File: src/rtl/brsm_pkg.sv
// Shared constants, types and codes of the binding range set merge block.
`timescale 1ns / 1ps

package brsm_pkg;

  localparam int MAX_RANGES = 16;
  localparam int SLOT_BITS  = 16;
  localparam int IDX_BITS   = $clog2(MAX_RANGES);
  localparam int CNT_BITS   = $clog2(MAX_RANGES + 1);
  localparam int ENTRY_BITS = 2 * SLOT_BITS;

  typedef logic [SLOT_BITS-1:0] slot_t;
  typedef logic [IDX_BITS-1:0]  idx_t;
  typedef logic [CNT_BITS-1:0]  cnt_t;

  localparam slot_t SLOT_TOP = '1;
  localparam idx_t  LAST_IDX = idx_t'(MAX_RANGES - 1);

  typedef enum logic [2:0] {
    STAT_NEW     = 3'd0,
    STAT_BELOW   = 3'd1,
    STAT_ABOVE   = 3'd2,
    STAT_FUSED   = 3'd3,
    STAT_OVERLAP = 3'd4,
    STAT_REJECT  = 3'd5
  } status_t;

  typedef enum logic [1:0] {
    ST_IDLE,
    ST_SCAN,
    ST_WRITE,
    ST_DONE
  } state_t;

endpackage

File: src/rtl/brsm_if.sv
// Valid/ready channel interfaces for range requests and insert results.
`timescale 1ns / 1ps

interface brsm_in_if;
  logic        valid;
  logic        ready;
  logic [15:0] range_start;
  logic [15:0] range_end;

  modport source (output valid, output range_start, output range_end, input ready);
  modport sink   (input valid, input range_start, input range_end, output ready);
endinterface

interface brsm_out_if;
  logic       valid;
  logic       ready;
  logic       accepted;
  logic [2:0] status;
  logic [4:0] range_count;

  modport source (output valid, output accepted, output status, output range_count,
                  input ready);
  modport sink   (input valid, input accepted, input status, input range_count,
                  output ready);
endinterface

File: src/rtl/brsm_ram.sv
// Simple dual-port RAM with one write port and a registered read port.
`timescale 1ns / 1ps

module brsm_ram #(
  parameter int DEPTH     = 16,
  parameter int WIDTH     = 32,
  parameter int ADDR_BITS = $clog2(DEPTH)
) (
  input  logic                 clk,
  input  logic                 we,
  input  logic [ADDR_BITS-1:0] waddr,
  input  logic [WIDTH-1:0]     wdata,
  input  logic [ADDR_BITS-1:0] raddr,
  output logic [WIDTH-1:0]     rdata
);

  logic [WIDTH-1:0] mem [DEPTH];

  always_ff @(posedge clk) begin
    if (we) begin
      mem[waddr] <= wdata;
    end
  end

  always_ff @(posedge clk) begin
    rdata <= mem[raddr];
  end

endmodule

File: src/rtl/binding_range_set_merge.sv
// Top level: bounded set of disjoint slot ranges with insert and coalescing.
// A valid range walks every entry over the single read port of the entry RAM,
// then passes write-back and reply; a range with start above end goes straight
// to the reply. One insert at a time: a new range is taken only once the last
// one has been loaded into the result register.
// Reset (rst_n low, synchronous) clears every valid bit and the range count at
// once, so the table is empty on the first cycle after reset; no clearing pass.
`timescale 1ns / 1ps

module binding_range_set_merge (
  input  logic              clk,
  input  logic              rst_n,
  brsm_in_if.sink           in_chan,
  brsm_out_if.source        out_chan
);

  import brsm_pkg::*;

  // Request and walk state.
  state_t  state_r, state_nxt;
  slot_t   s_r, s_nxt;
  slot_t   e_r, e_nxt;
  idx_t    rd_addr_r, rd_addr_nxt;
  logic    issue_r, issue_nxt;
  logic    chk_v_r, chk_v_nxt;
  idx_t    chk_idx_r, chk_idx_nxt;

  // What the walk has found so far.
  logic    ovl_r, ovl_nxt;
  logic    below_v_r, below_v_nxt;
  idx_t    below_idx_r, below_idx_nxt;
  slot_t   below_first_r, below_first_nxt;
  logic    above_v_r, above_v_nxt;
  idx_t    above_idx_r, above_idx_nxt;
  slot_t   above_last_r, above_last_nxt;
  logic    free_v_r, free_v_nxt;
  idx_t    free_idx_r, free_idx_nxt;

  // Table bookkeeping held in flops; the range bounds live in the RAM.
  logic [MAX_RANGES-1:0] valid_r, valid_nxt;
  cnt_t    cnt_r, cnt_nxt;
  status_t stat_r, stat_nxt;

  // Result register.
  logic    out_valid_r, out_valid_nxt;
  logic    out_acc_r, out_acc_nxt;
  status_t out_stat_r, out_stat_nxt;
  logic [4:0] out_cnt_r, out_cnt_nxt;

  // RAM ports.
  logic                  ram_we;
  idx_t                  ram_waddr;
  logic [ENTRY_BITS-1:0] ram_wdata;
  logic [ENTRY_BITS-1:0] ram_rdata;
  slot_t                 rd_first;
  slot_t                 rd_last;

  logic    in_xfer;

  // Each RAM word holds one range: first slot in the upper half, last in the lower.
  brsm_ram #(
    .DEPTH (MAX_RANGES),
    .WIDTH (ENTRY_BITS)
  ) u_ram (
    .clk   (clk),
    .we    (ram_we),
    .waddr (ram_waddr),
    .wdata (ram_wdata),
    .raddr (rd_addr_r),
    .rdata (ram_rdata)
  );

  assign rd_first = ram_rdata[ENTRY_BITS-1:SLOT_BITS];
  assign rd_last  = ram_rdata[SLOT_BITS-1:0];

  // Requests are taken only between inserts. A finished result may still sit
  // in the output register while the next request is walked.
  assign in_chan.ready = (state_r == ST_IDLE);
  assign in_xfer       = in_chan.valid && in_chan.ready;

  assign out_chan.valid       = out_valid_r;
  assign out_chan.accepted    = out_acc_r;
  assign out_chan.status      = out_stat_r;
  assign out_chan.range_count = out_cnt_r;

  always_comb begin
    state_nxt       = state_r;
    s_nxt           = s_r;
    e_nxt           = e_r;
    rd_addr_nxt     = rd_addr_r;
    issue_nxt       = 1'b0;
    chk_v_nxt       = issue_r;
    chk_idx_nxt     = rd_addr_r;
    ovl_nxt         = ovl_r;
    below_v_nxt     = below_v_r;
    below_idx_nxt   = below_idx_r;
    below_first_nxt = below_first_r;
    above_v_nxt     = above_v_r;
    above_idx_nxt   = above_idx_r;
    above_last_nxt  = above_last_r;
    free_v_nxt      = free_v_r;
    free_idx_nxt    = free_idx_r;
    valid_nxt       = valid_r;
    cnt_nxt         = cnt_r;
    stat_nxt        = stat_r;
    out_valid_nxt   = out_valid_r && !out_chan.ready;
    out_acc_nxt     = out_acc_r;
    out_stat_nxt    = out_stat_r;
    out_cnt_nxt     = out_cnt_r;
    ram_we          = 1'b0;
    ram_waddr       = '0;
    ram_wdata       = '0;

    case (state_r)
      ST_IDLE: begin
        if (in_xfer) begin
          s_nxt       = slot_t'(in_chan.range_start);
          e_nxt       = slot_t'(in_chan.range_end);
          rd_addr_nxt = '0;
          ovl_nxt     = 1'b0;
          below_v_nxt = 1'b0;
          above_v_nxt = 1'b0;
          free_v_nxt  = 1'b0;
          // An inverted range skips the walk and leaves the table alone.
          if (slot_t'(in_chan.range_start) > slot_t'(in_chan.range_end)) begin
            stat_nxt  = STAT_REJECT;
            state_nxt = ST_DONE;
          end else begin
            issue_nxt = 1'b1;
            state_nxt = ST_SCAN;
          end
        end
      end

      ST_SCAN: begin
        // Address issue runs ahead of the data check: each entry is checked in the cycle after its address is issued.
        if (issue_r) begin
          if (rd_addr_r == LAST_IDX) begin
            issue_nxt = 1'b0;
          end else begin
            issue_nxt   = 1'b1;
            rd_addr_nxt = rd_addr_r + idx_t'(1);
          end
        end
        if (chk_v_r) begin
          if (valid_r[chk_idx_r]) begin
            if (s_r <= rd_last && e_r >= rd_first) begin
              ovl_nxt = 1'b1;
            end
            // Lowest-index neighbor wins; slot 0 and the top slot have no
            // neighbor beyond them.
            if (!below_v_r && s_r != '0 && rd_last == slot_t'(s_r - slot_t'(1))) begin
              below_v_nxt     = 1'b1;
              below_idx_nxt   = chk_idx_r;
              below_first_nxt = rd_first;
            end else if (!above_v_r && e_r != SLOT_TOP &&
                         rd_first == slot_t'(e_r + slot_t'(1))) begin
              above_v_nxt    = 1'b1;
              above_idx_nxt  = chk_idx_r;
              above_last_nxt = rd_last;
            end
          end else if (!free_v_r) begin
            free_v_nxt   = 1'b1;
            free_idx_nxt = chk_idx_r;
          end
          if (chk_idx_r == LAST_IDX) begin
            state_nxt = ST_WRITE;
          end
        end
      end

      ST_WRITE: begin
        state_nxt = ST_DONE;
        if (ovl_r) begin
          stat_nxt = STAT_OVERLAP;
        end else if (below_v_r && above_v_r) begin
          // Fuse: the lower entry grows to the end of the upper one, which is freed.
          ram_we                 = 1'b1;
          ram_waddr              = below_idx_r;
          ram_wdata              = {below_first_r, above_last_r};
          valid_nxt[above_idx_r] = 1'b0;
          if (cnt_r != '0) begin
            cnt_nxt = cnt_r - cnt_t'(1);
          end
          stat_nxt = STAT_FUSED;
        end else if (below_v_r) begin
          ram_we    = 1'b1;
          ram_waddr = below_idx_r;
          ram_wdata = {below_first_r, e_r};
          stat_nxt  = STAT_BELOW;
        end else if (above_v_r) begin
          ram_we    = 1'b1;
          ram_waddr = above_idx_r;
          ram_wdata = {s_r, above_last_r};
          stat_nxt  = STAT_ABOVE;
        end else if (free_v_r) begin
          ram_we                = 1'b1;
          ram_waddr             = free_idx_r;
          ram_wdata             = {s_r, e_r};
          valid_nxt[free_idx_r] = 1'b1;
          cnt_nxt               = cnt_r + cnt_t'(1);
          stat_nxt              = STAT_NEW;
        end else begin
          stat_nxt = STAT_REJECT;
        end
      end

      ST_DONE: begin
        // Load the result once the output register is free or being drained.
        if (!out_valid_r || out_chan.ready) begin
          out_valid_nxt = 1'b1;
          out_acc_nxt   = (stat_r == STAT_NEW) || (stat_r == STAT_BELOW) ||
                          (stat_r == STAT_ABOVE) || (stat_r == STAT_FUSED);
          out_stat_nxt  = stat_r;
          out_cnt_nxt   = 5'(cnt_r);
          state_nxt     = ST_IDLE;
        end
      end

      default: begin
        state_nxt = ST_IDLE;
      end
    endcase
  end

  // Control state.
  always_ff @(posedge clk) begin
    if (!rst_n) begin
      state_r     <= ST_IDLE;
      issue_r     <= 1'b0;
      chk_v_r     <= 1'b0;
      valid_r     <= '0;
      cnt_r       <= '0;
      out_valid_r <= 1'b0;
    end else begin
      state_r     <= state_nxt;
      issue_r     <= issue_nxt;
      chk_v_r     <= chk_v_nxt;
      valid_r     <= valid_nxt;
      cnt_r       <= cnt_nxt;
      out_valid_r <= out_valid_nxt;
    end
  end

  // Payload and walk results.
  always_ff @(posedge clk) begin
    s_r           <= s_nxt;
    e_r           <= e_nxt;
    rd_addr_r     <= rd_addr_nxt;
    chk_idx_r     <= chk_idx_nxt;
    ovl_r         <= ovl_nxt;
    below_v_r     <= below_v_nxt;
    below_idx_r   <= below_idx_nxt;
    below_first_r <= below_first_nxt;
    above_v_r     <= above_v_nxt;
    above_idx_r   <= above_idx_nxt;
    above_last_r  <= above_last_nxt;
    free_v_r      <= free_v_nxt;
    free_idx_r    <= free_idx_nxt;
    stat_r        <= stat_nxt;
    out_acc_r     <= out_acc_nxt;
    out_stat_r    <= out_stat_nxt;
    out_cnt_r     <= out_cnt_nxt;
  end

  // The count must always agree with the number of valid entries.
  assert property (@(posedge clk) disable iff (!rst_n)
    $countones(valid_r) == int'(cnt_r))
    else $error("range count does not match valid entries");

  // A new result only appears after the reply step of an insert.
  assert property (@(posedge clk) disable iff (!rst_n)
    $rose(out_valid_r) |-> $past(state_r == ST_DONE))
    else $error("result raised outside the reply step");

  // The RAM is only written during write-back, and never for a rejected insert.
  assert property (@(posedge clk) disable iff (!rst_n)
    ram_we |-> (state_r == ST_WRITE && !ovl_r))
    else $error("unexpected entry write");

  // The accepted flag agrees with the status code of the result.
  assert property (@(posedge clk) disable iff (!rst_n)
    out_valid_r |-> (out_acc_r == (out_stat_r != STAT_OVERLAP && out_stat_r != STAT_REJECT)))
    else $error("accepted flag disagrees with status");

endmodule

File: src/flat_wrapper.sv
// flat-port wrapper written by rule: the top's interface ports become plain ports
module binding_range_set_merge_flat import brsm_pkg::*;
  (clk, rst_n, in_chan_valid, in_chan_range_start, in_chan_range_end, in_chan_ready, out_chan_valid, out_chan_accepted, out_chan_status, out_chan_range_count, out_chan_ready);
  brsm_in_if in_chan_i ();
  brsm_out_if out_chan_i ();
  input  logic clk;
  input  logic rst_n;
  input wire logic [$bits(in_chan_i.valid)-1:0] in_chan_valid;
  input wire logic [$bits(in_chan_i.range_start)-1:0] in_chan_range_start;
  input wire logic [$bits(in_chan_i.range_end)-1:0] in_chan_range_end;
  output wire logic [$bits(in_chan_i.ready)-1:0] in_chan_ready;
  output wire logic [$bits(out_chan_i.valid)-1:0] out_chan_valid;
  output wire logic [$bits(out_chan_i.accepted)-1:0] out_chan_accepted;
  output wire logic [$bits(out_chan_i.status)-1:0] out_chan_status;
  output wire logic [$bits(out_chan_i.range_count)-1:0] out_chan_range_count;
  input wire logic [$bits(out_chan_i.ready)-1:0] out_chan_ready;
  assign in_chan_i.valid = in_chan_valid;
  assign in_chan_i.range_start = in_chan_range_start;
  assign in_chan_i.range_end = in_chan_range_end;
  assign in_chan_ready = in_chan_i.ready;
  assign out_chan_valid = out_chan_i.valid;
  assign out_chan_accepted = out_chan_i.accepted;
  assign out_chan_status = out_chan_i.status;
  assign out_chan_range_count = out_chan_i.range_count;
  assign out_chan_i.ready = out_chan_ready;
  binding_range_set_merge u_core (.clk(clk), .rst_n(rst_n), .in_chan(in_chan_i), .out_chan(out_chan_i));
endmodule
File: config.mk
export PLATFORM = sky130hd
export DESIGN_NAME = binding_range_set_merge_flat
export DESIGN_NICKNAME = d
export VERILOG_FILES = /design/src/rtl/brsm_pkg.sv /design/src/rtl/brsm_if.sv /design/src/rtl/brsm_ram.sv /design/src/rtl/binding_range_set_merge.sv /design/src/flat_wrapper.sv
export SDC_FILE = /design/constraint.sdc
export NUM_CORES = 1
export LEC_CHECK = 0
export BUFFER_PORTS_ARGS = -buffer_cell sky130_fd_sc_hd__buf_2
export CORE_ASPECT_RATIO = 1.25
export CORE_UTILIZATION = 65
export CTS_BUF_LIST = sky130_fd_sc_hd__clkbuf_2 sky130_fd_sc_hd__clkbuf_4 sky130_fd_sc_hd__clkbuf_8
export CTS_CLUSTER_SIZE = 40
export DETAILED_ROUTE_END_ITERATION = 8
export PLACE_DENSITY = 0.82
export SETUP_SLACK_MARGIN = 0.4
export SYNTH_ARGS = -nofsm -noshare
export SYNTH_HDL_FRONTEND = slang
export SYNTH_SLANG_ARGS = --single-unit
File: constraint.sdc
create_clock -name clk -period 6.3 [get_ports clk]
set_clock_uncertainty 0.1 [all_clocks]
set_input_delay 1.26 -clock clk [delete_from_list [all_inputs] [get_ports clk]]
set_output_delay 1.26 -clock clk [all_outputs]
set_load 0.03 [all_outputs]
* Yosys cells after proc, flatten, opt, wreduce, memory -nomap -nowiden
Memories as Yosys holds them, arrays and structs flattened. A register that Yosys moved wholly into a read port is not among the register bits.
Index checks and enable logic that the tools add are counted.
W data, S select, Z words.
** Storage, ports and cells
- Flip-flop bits (word level) :: 126
- Memory bits (writable) :: 512
- Input bits :: 36
- Logic and storage cells :: 187
- Memories :: 1
** Operators by class
- $add $sub $neg :: 5
- Magnitude comparators :: 8
- Equality and inequality tests :: 27
- Muxes and demuxes :: 77
- Bitwise logic cells :: 7
- Reductions and logical operators :: 39
** Memory list
- u_core.u_ram.mem :: depth 16, width 32, rd ports 1, clocked after Yosys merged registers in 1, write ports 1, line brsm_ram.sv:17 : logic [WIDTH-1:0] mem [DEPTH];
** Operators with widths (count)
- $mux W32 :: 6
- $mux W16 :: 4
- $mux W4 :: 9
- $eq A16 B16 Y1 :: 2
- $mux W1 :: 30
- $mux W5 :: 5
- $mux W3 :: 7
- $reduce_and A4 Y1 :: 5
- $reduce_and A5 Y1 :: 4
- $add A16 B1 Y16 const B :: 1
- $and A16 B16 Y16 :: 1
- $ge A16 B16 Y1 :: 1
- $gt A16 B16 Y1 :: 1
- $le A16 B16 Y1 :: 1
- $ne A16 B16 Y1 const B :: 1
- $ne A2 B1 Y1 const B :: 8
- $ne A2 B2 Y1 const B :: 8
- $not A16 Y16 :: 1
- $or A16 B16 Y16 :: 1
- $reduce_bool A16 Y1 :: 1
- $sub A16 B1 Y16 const B :: 1
- $lt A4 B5 Y1 const B :: 3
- $reduce_and A6 Y1 :: 2
- $logic_and A1 B1 Y1 :: 10
- 25 further kinds :: 50

* Logic depth before layout (Yosys ltp)
- Depth after elaboration :: 9
- Depth in mapped cells :: 10
- Depth with buffers taken out :: 9

* Cells and area by module
Synthesis repeated with hierarchy kept, for this count alone.
** Unflattened totals
- Cells, all modules :: 1555
- Area, all modules :: 27341.2 µm²
** By module, submodules not included
- brsm_ram :: times used 1, cells each 838, area each 19835.3 µm², seq. area each 16015.4 µm²
- binding_range_set_merge :: times used 1, cells each 717, area each 7505.9 µm², seq. area each 3483.3 µm²

* Least setup slack after synthesis
No wires, ideal clock.
- Kind :: flip-flop to flip-flop
- Start point :: reg u_core.s_r[6]
- End point :: reg u_core.above_idx_r[0], enable pin
- Library setup time :: 0.449 ns
- Arrival :: 3.928 ns
- Slack :: 1.824 ns
- Cell stages (with the launch flop) :: 8
- Cell sequence :: edfxtp_1 -> nor4_1 -> a21boi_0 -> a21o_1 -> a21oi_1 -> a21o_1 -> or4_4 -> nor4bb_1
** Between the ends
- Cells in the longest elaborated chain, start to end :: 5
** Ends and longest elaborated chain
- start: declaration :: line binding_range_set_merge.sv:21 : slot_t s_r, s_nxt;
- start signal: assignment :: line binding_range_set_merge.sv:247 : s_r <= s_nxt;
- $sub A16 B1 Y16 or $reduce_bool A16 Y1 (tied branches) :: line binding_range_set_merge.sv:152 : if (!below_v_r && s_r != '0 && rd_last == slot_t'(s_r - slot_t'(1))) begin
- $eq A16 B16 Y1 or $logic_and A1 B1 Y1 (tied branches) :: line binding_range_set_merge.sv:152
- $logic_and A1 B1 Y1 (*) :: line binding_range_set_merge.sv:152
- $not A1 Y1 (no line) (*)
- $reduce_and A5 Y1 (no line) (*)
- end signal: assignment :: line binding_range_set_merge.sv:256 : above_idx_r <= above_idx_nxt;
- end: declaration :: line binding_range_set_merge.sv:34 : idx_t above_idx_r, above_idx_nxt;
Mark *: on every way between the ends. The rest lies on a longest branch, timed or not.
A chain may end at the register's enable or synchronous reset.

* Worst setup path in the final report
- Start point :: reg u_core.s_r[1]
- End point :: reg u_core.below_first_r[3], enable pin
** Between the ends
- Cells in the longest elaborated chain, start to end :: 4
** Ends and longest elaborated chain
- $sub A16 B1 Y16 or $reduce_bool A16 Y1 (tied branches) :: line binding_range_set_merge.sv:152
- $eq A16 B16 Y1 or $logic_and A1 B1 Y1 (tied branches) :: line binding_range_set_merge.sv:152
- $logic_and A1 B1 Y1 (*) :: line binding_range_set_merge.sv:152
- $reduce_and A4 Y1 (no line) (*)
- end signal: assignment :: line binding_range_set_merge.sv:254 : below_first_r <= below_first_nxt;
- end: declaration :: line binding_range_set_merge.sv:32 : slot_t below_first_r, below_first_nxt;
Marks and branches as above.

==> metrics.cfg <==
[status]
status=complete, no violations

[critical_path]
critPathMaxFanout=20
reg2reg_slack_ns=1.98
cp.arrival_ns=4.48
crit_type=flip-flop to flip-flop
required_ns=6.46
end_kind=flip-flop
cp-start-kind=flip-flop

[synthesis]
synthMuxAreaShare=0.137
syn-cell-area_um2=27300
ys_warn_count=0
synth_fa_ha_area_frac=0.0273
ys_seq_area_frac=0.715
synth_top_area_frac=0.669
synth_seq_cells=670
async_flop_share=0
synth_largest_area_cell=edfxtp_1
syn_nets=1576
synthDistinctLibCells=60
synth_xor_xnor_area_share=0.0128
syn_avg_cell_area_um2=18.4
synthSimpleGateAreaFrac=0.0457
synth_flop_cell=edfxtp_1
synth_top_family_by_area=multiplexers
netlist_instances=1481
ys_top_cells_by_area=edfxtp_1 67%, mux4_2 14%, dfxtp_1 4.6%
synth_edf_count=608
synth_compound_area_frac=0.0462

[cells_and_area]
nFillCells=2282
seqCellArea_um2=19500
finish.utilization=0.738
drive_gt1_frac=0.256
multi_input_area_um2=7470
fin_nets=1696
area_growth_pct=11.5

[floorplanning]
die_area_um2=42800
core_area_um2=41200
dieWidth_um=185
ios=47
die_h_um=231
start_util=0.662
num_rows=83

[global_routing]
grt_usage=0.304
antenna_found_initial=1
grt_pass1_wl_um=92200
grt_max_degree=132
overflow=0
grt_pass1_vias=15100

[power_and_ir_drop]
peakVddDrop_v=0.000722
swShare=0.300
p_leak_nw=10.2
power.net_switching_mw=3.80
powerDensity_nw_per_um2=417
clock_power_share=0.280
seqPwrFrac=0.458
p_int_mw=8.88
p_comb_frac=0.263

[place]
hpwl_um=37900
place_ws_ns=1.93
gp_congestion=0.952
portBuffers=46

[sta]
setup_viol_count_final=0
worst_pin_slew_ns=1.22
post-route-period-util=0.685
fin_tns_setup_ns=0
rsz0062_at_grt=no
hold_viol=0
post-route-min-period_ns=4.32
fmax_ghz=0.232
drv_slew=0
setup_ws_ns=1.98
slew_headroom=0.176

[clock_tree]
cts_inserted_buffers=99
cts_hold_buf=0
clock_sinks=670
root_buffer=clkbuf_8
htreeDepth=3
path_clk_slew_ns=0.07
cts_tree=built
clk_path_buf_depth=3
cts_setup_buffers=0
cts_resized=0
clk_latency_ns=0.67

[detailed_routing]
routed_wl_um=62600
detail-route-antenna-nets=0
drt_pass1_iterations=7
vias=15000
drcViolationCount=0
drt_iter0_drc=1714
viasPerCell=6.73
wire_per_inst_um=28.0

[flow_run]
drv_cap=0

[hold_path]
hp-class=flip-flop to flip-flop

-- area by class of cell --
class	count	share of cell area
antenna	1	0.0000823
clock buffer	143	0.0592
clock inverter	39	0.00798
inverter	64	0.00790
multi-input combinational	692	0.246
sequential	670	0.641
tap	552	0.0227
timing repair buffer	74	0.0153
-- flip-flops by register name, summed over array words and instances, names as in the netlist, 5 cells and up --
name                         count
u_core.above_last_r             16
u_core.below_first_r            16
u_core.cnt_r                     5
u_core.e_r                      16
u_core.out_chan.range_count      5
u_core.s_r                      16
u_core.u_ram.mem               512
u_core.u_ram.rdata              32
u_core.valid_r                  16
-- synthesized netlist by cell type, drive strengths merged (28+ instances only) --
cell,number
xnor2,29
o21ai,34
edfxtp,608
nor2,67
mux4,165
inv,63
nand2,45
ha,58
clkbuf,37
a21oi,28
dfxtp,62
-- cells in the final DEF (no fill, tap or decap), drive strengths merged, types with 16 or more instances in the layout --
master	Yosys	layout
a22oi	17	17
a22o	16	16
ha	58	58
a21o	19	19
nand2	45	45
clkbuf	37	143
nor2	67	67
a21boi	20	20
nand3	20	20
a21oi	28	28
clkinv	1	32
xnor2	29	29
dfxtp	62	62
buf	18	74
edfxtp	608	608
nand4	17	17
mux4	165	165
nor3	20	20
inv	63	65
o21ai	34	34
-- worst max-delay path, cell delays in order (launching register included) --
cell,delay (ns)
edfxtp_1,0.50
inv_1,0.10
ha_1,0.15
nor2b_1,0.50
nor3b_2,0.28
xnor2_1,0.08
a2111o_1,0.37
or4_1,0.51
or4_4,0.53
nor2_2,0.80
-- power groups by stage --
stage | Combinational [mW] | Sequential (mW) | Clock [mW]
finish | 3.33 | 5.81 | 3.55
detailed placement | 3.32 | 5.88 | 0
global route | 3.57 | 5.83 | 3.77
floorplan | 2.53 | 5.66 | 0
CTS | 3.34 | 5.79 | 3.58
global placement | 3.25 | 5.85 | 0
-- per-stage QoR --
step	power (mW)	cell area (um2)	hold WS (ns)	cells
finish	12.7	30400	0.331	2235
global route	13.2	30400	0.335	2235
CTS	12.7	30400	0.334	2234
detailed placement	9.20	28400	0.319	2052
global placement	9.11	28400	0.303	2052
floorplan	8.19	27300	0.246	1481
-- metal layers --
layer  share of wire  track usage  vias up  wire length [um]
li1                -            -     6255                 -
met1            0.38        0.420     7718             23800
met2            0.50        0.492      924             31100
met3           0.091       0.0506      136              5670
met4           0.032        0.121        0              2020
met5               0            0        -                 0
-- worst paths after layout --
| path | startpoint | end | depth (start not counted) |
|---|---|---|---|
| max | u_core.s_r[1] | u_core.below_first_r[3] | 9 |
| min | u_core.stat_r[1] | u_core.out_chan.status[1] | 0 |
| max reg2reg | u_core.s_r[1] | u_core.below_first_r[3] | 9 |
| min reg2reg | u_core.stat_r[1] | u_core.out_chan.status[1] | 0 |
-- logic make-up (layout without fill, tap and decap cells) --
family	count (synthesis)	after routing
compound gates	182	182
fa+ha+maj	59	59
simple gates	245	245
buf+inv	119	320
xor+xnor	40	40
other cells	0	1
flops	670	670
mux	166	166
(Power assumes the default switching activity.)
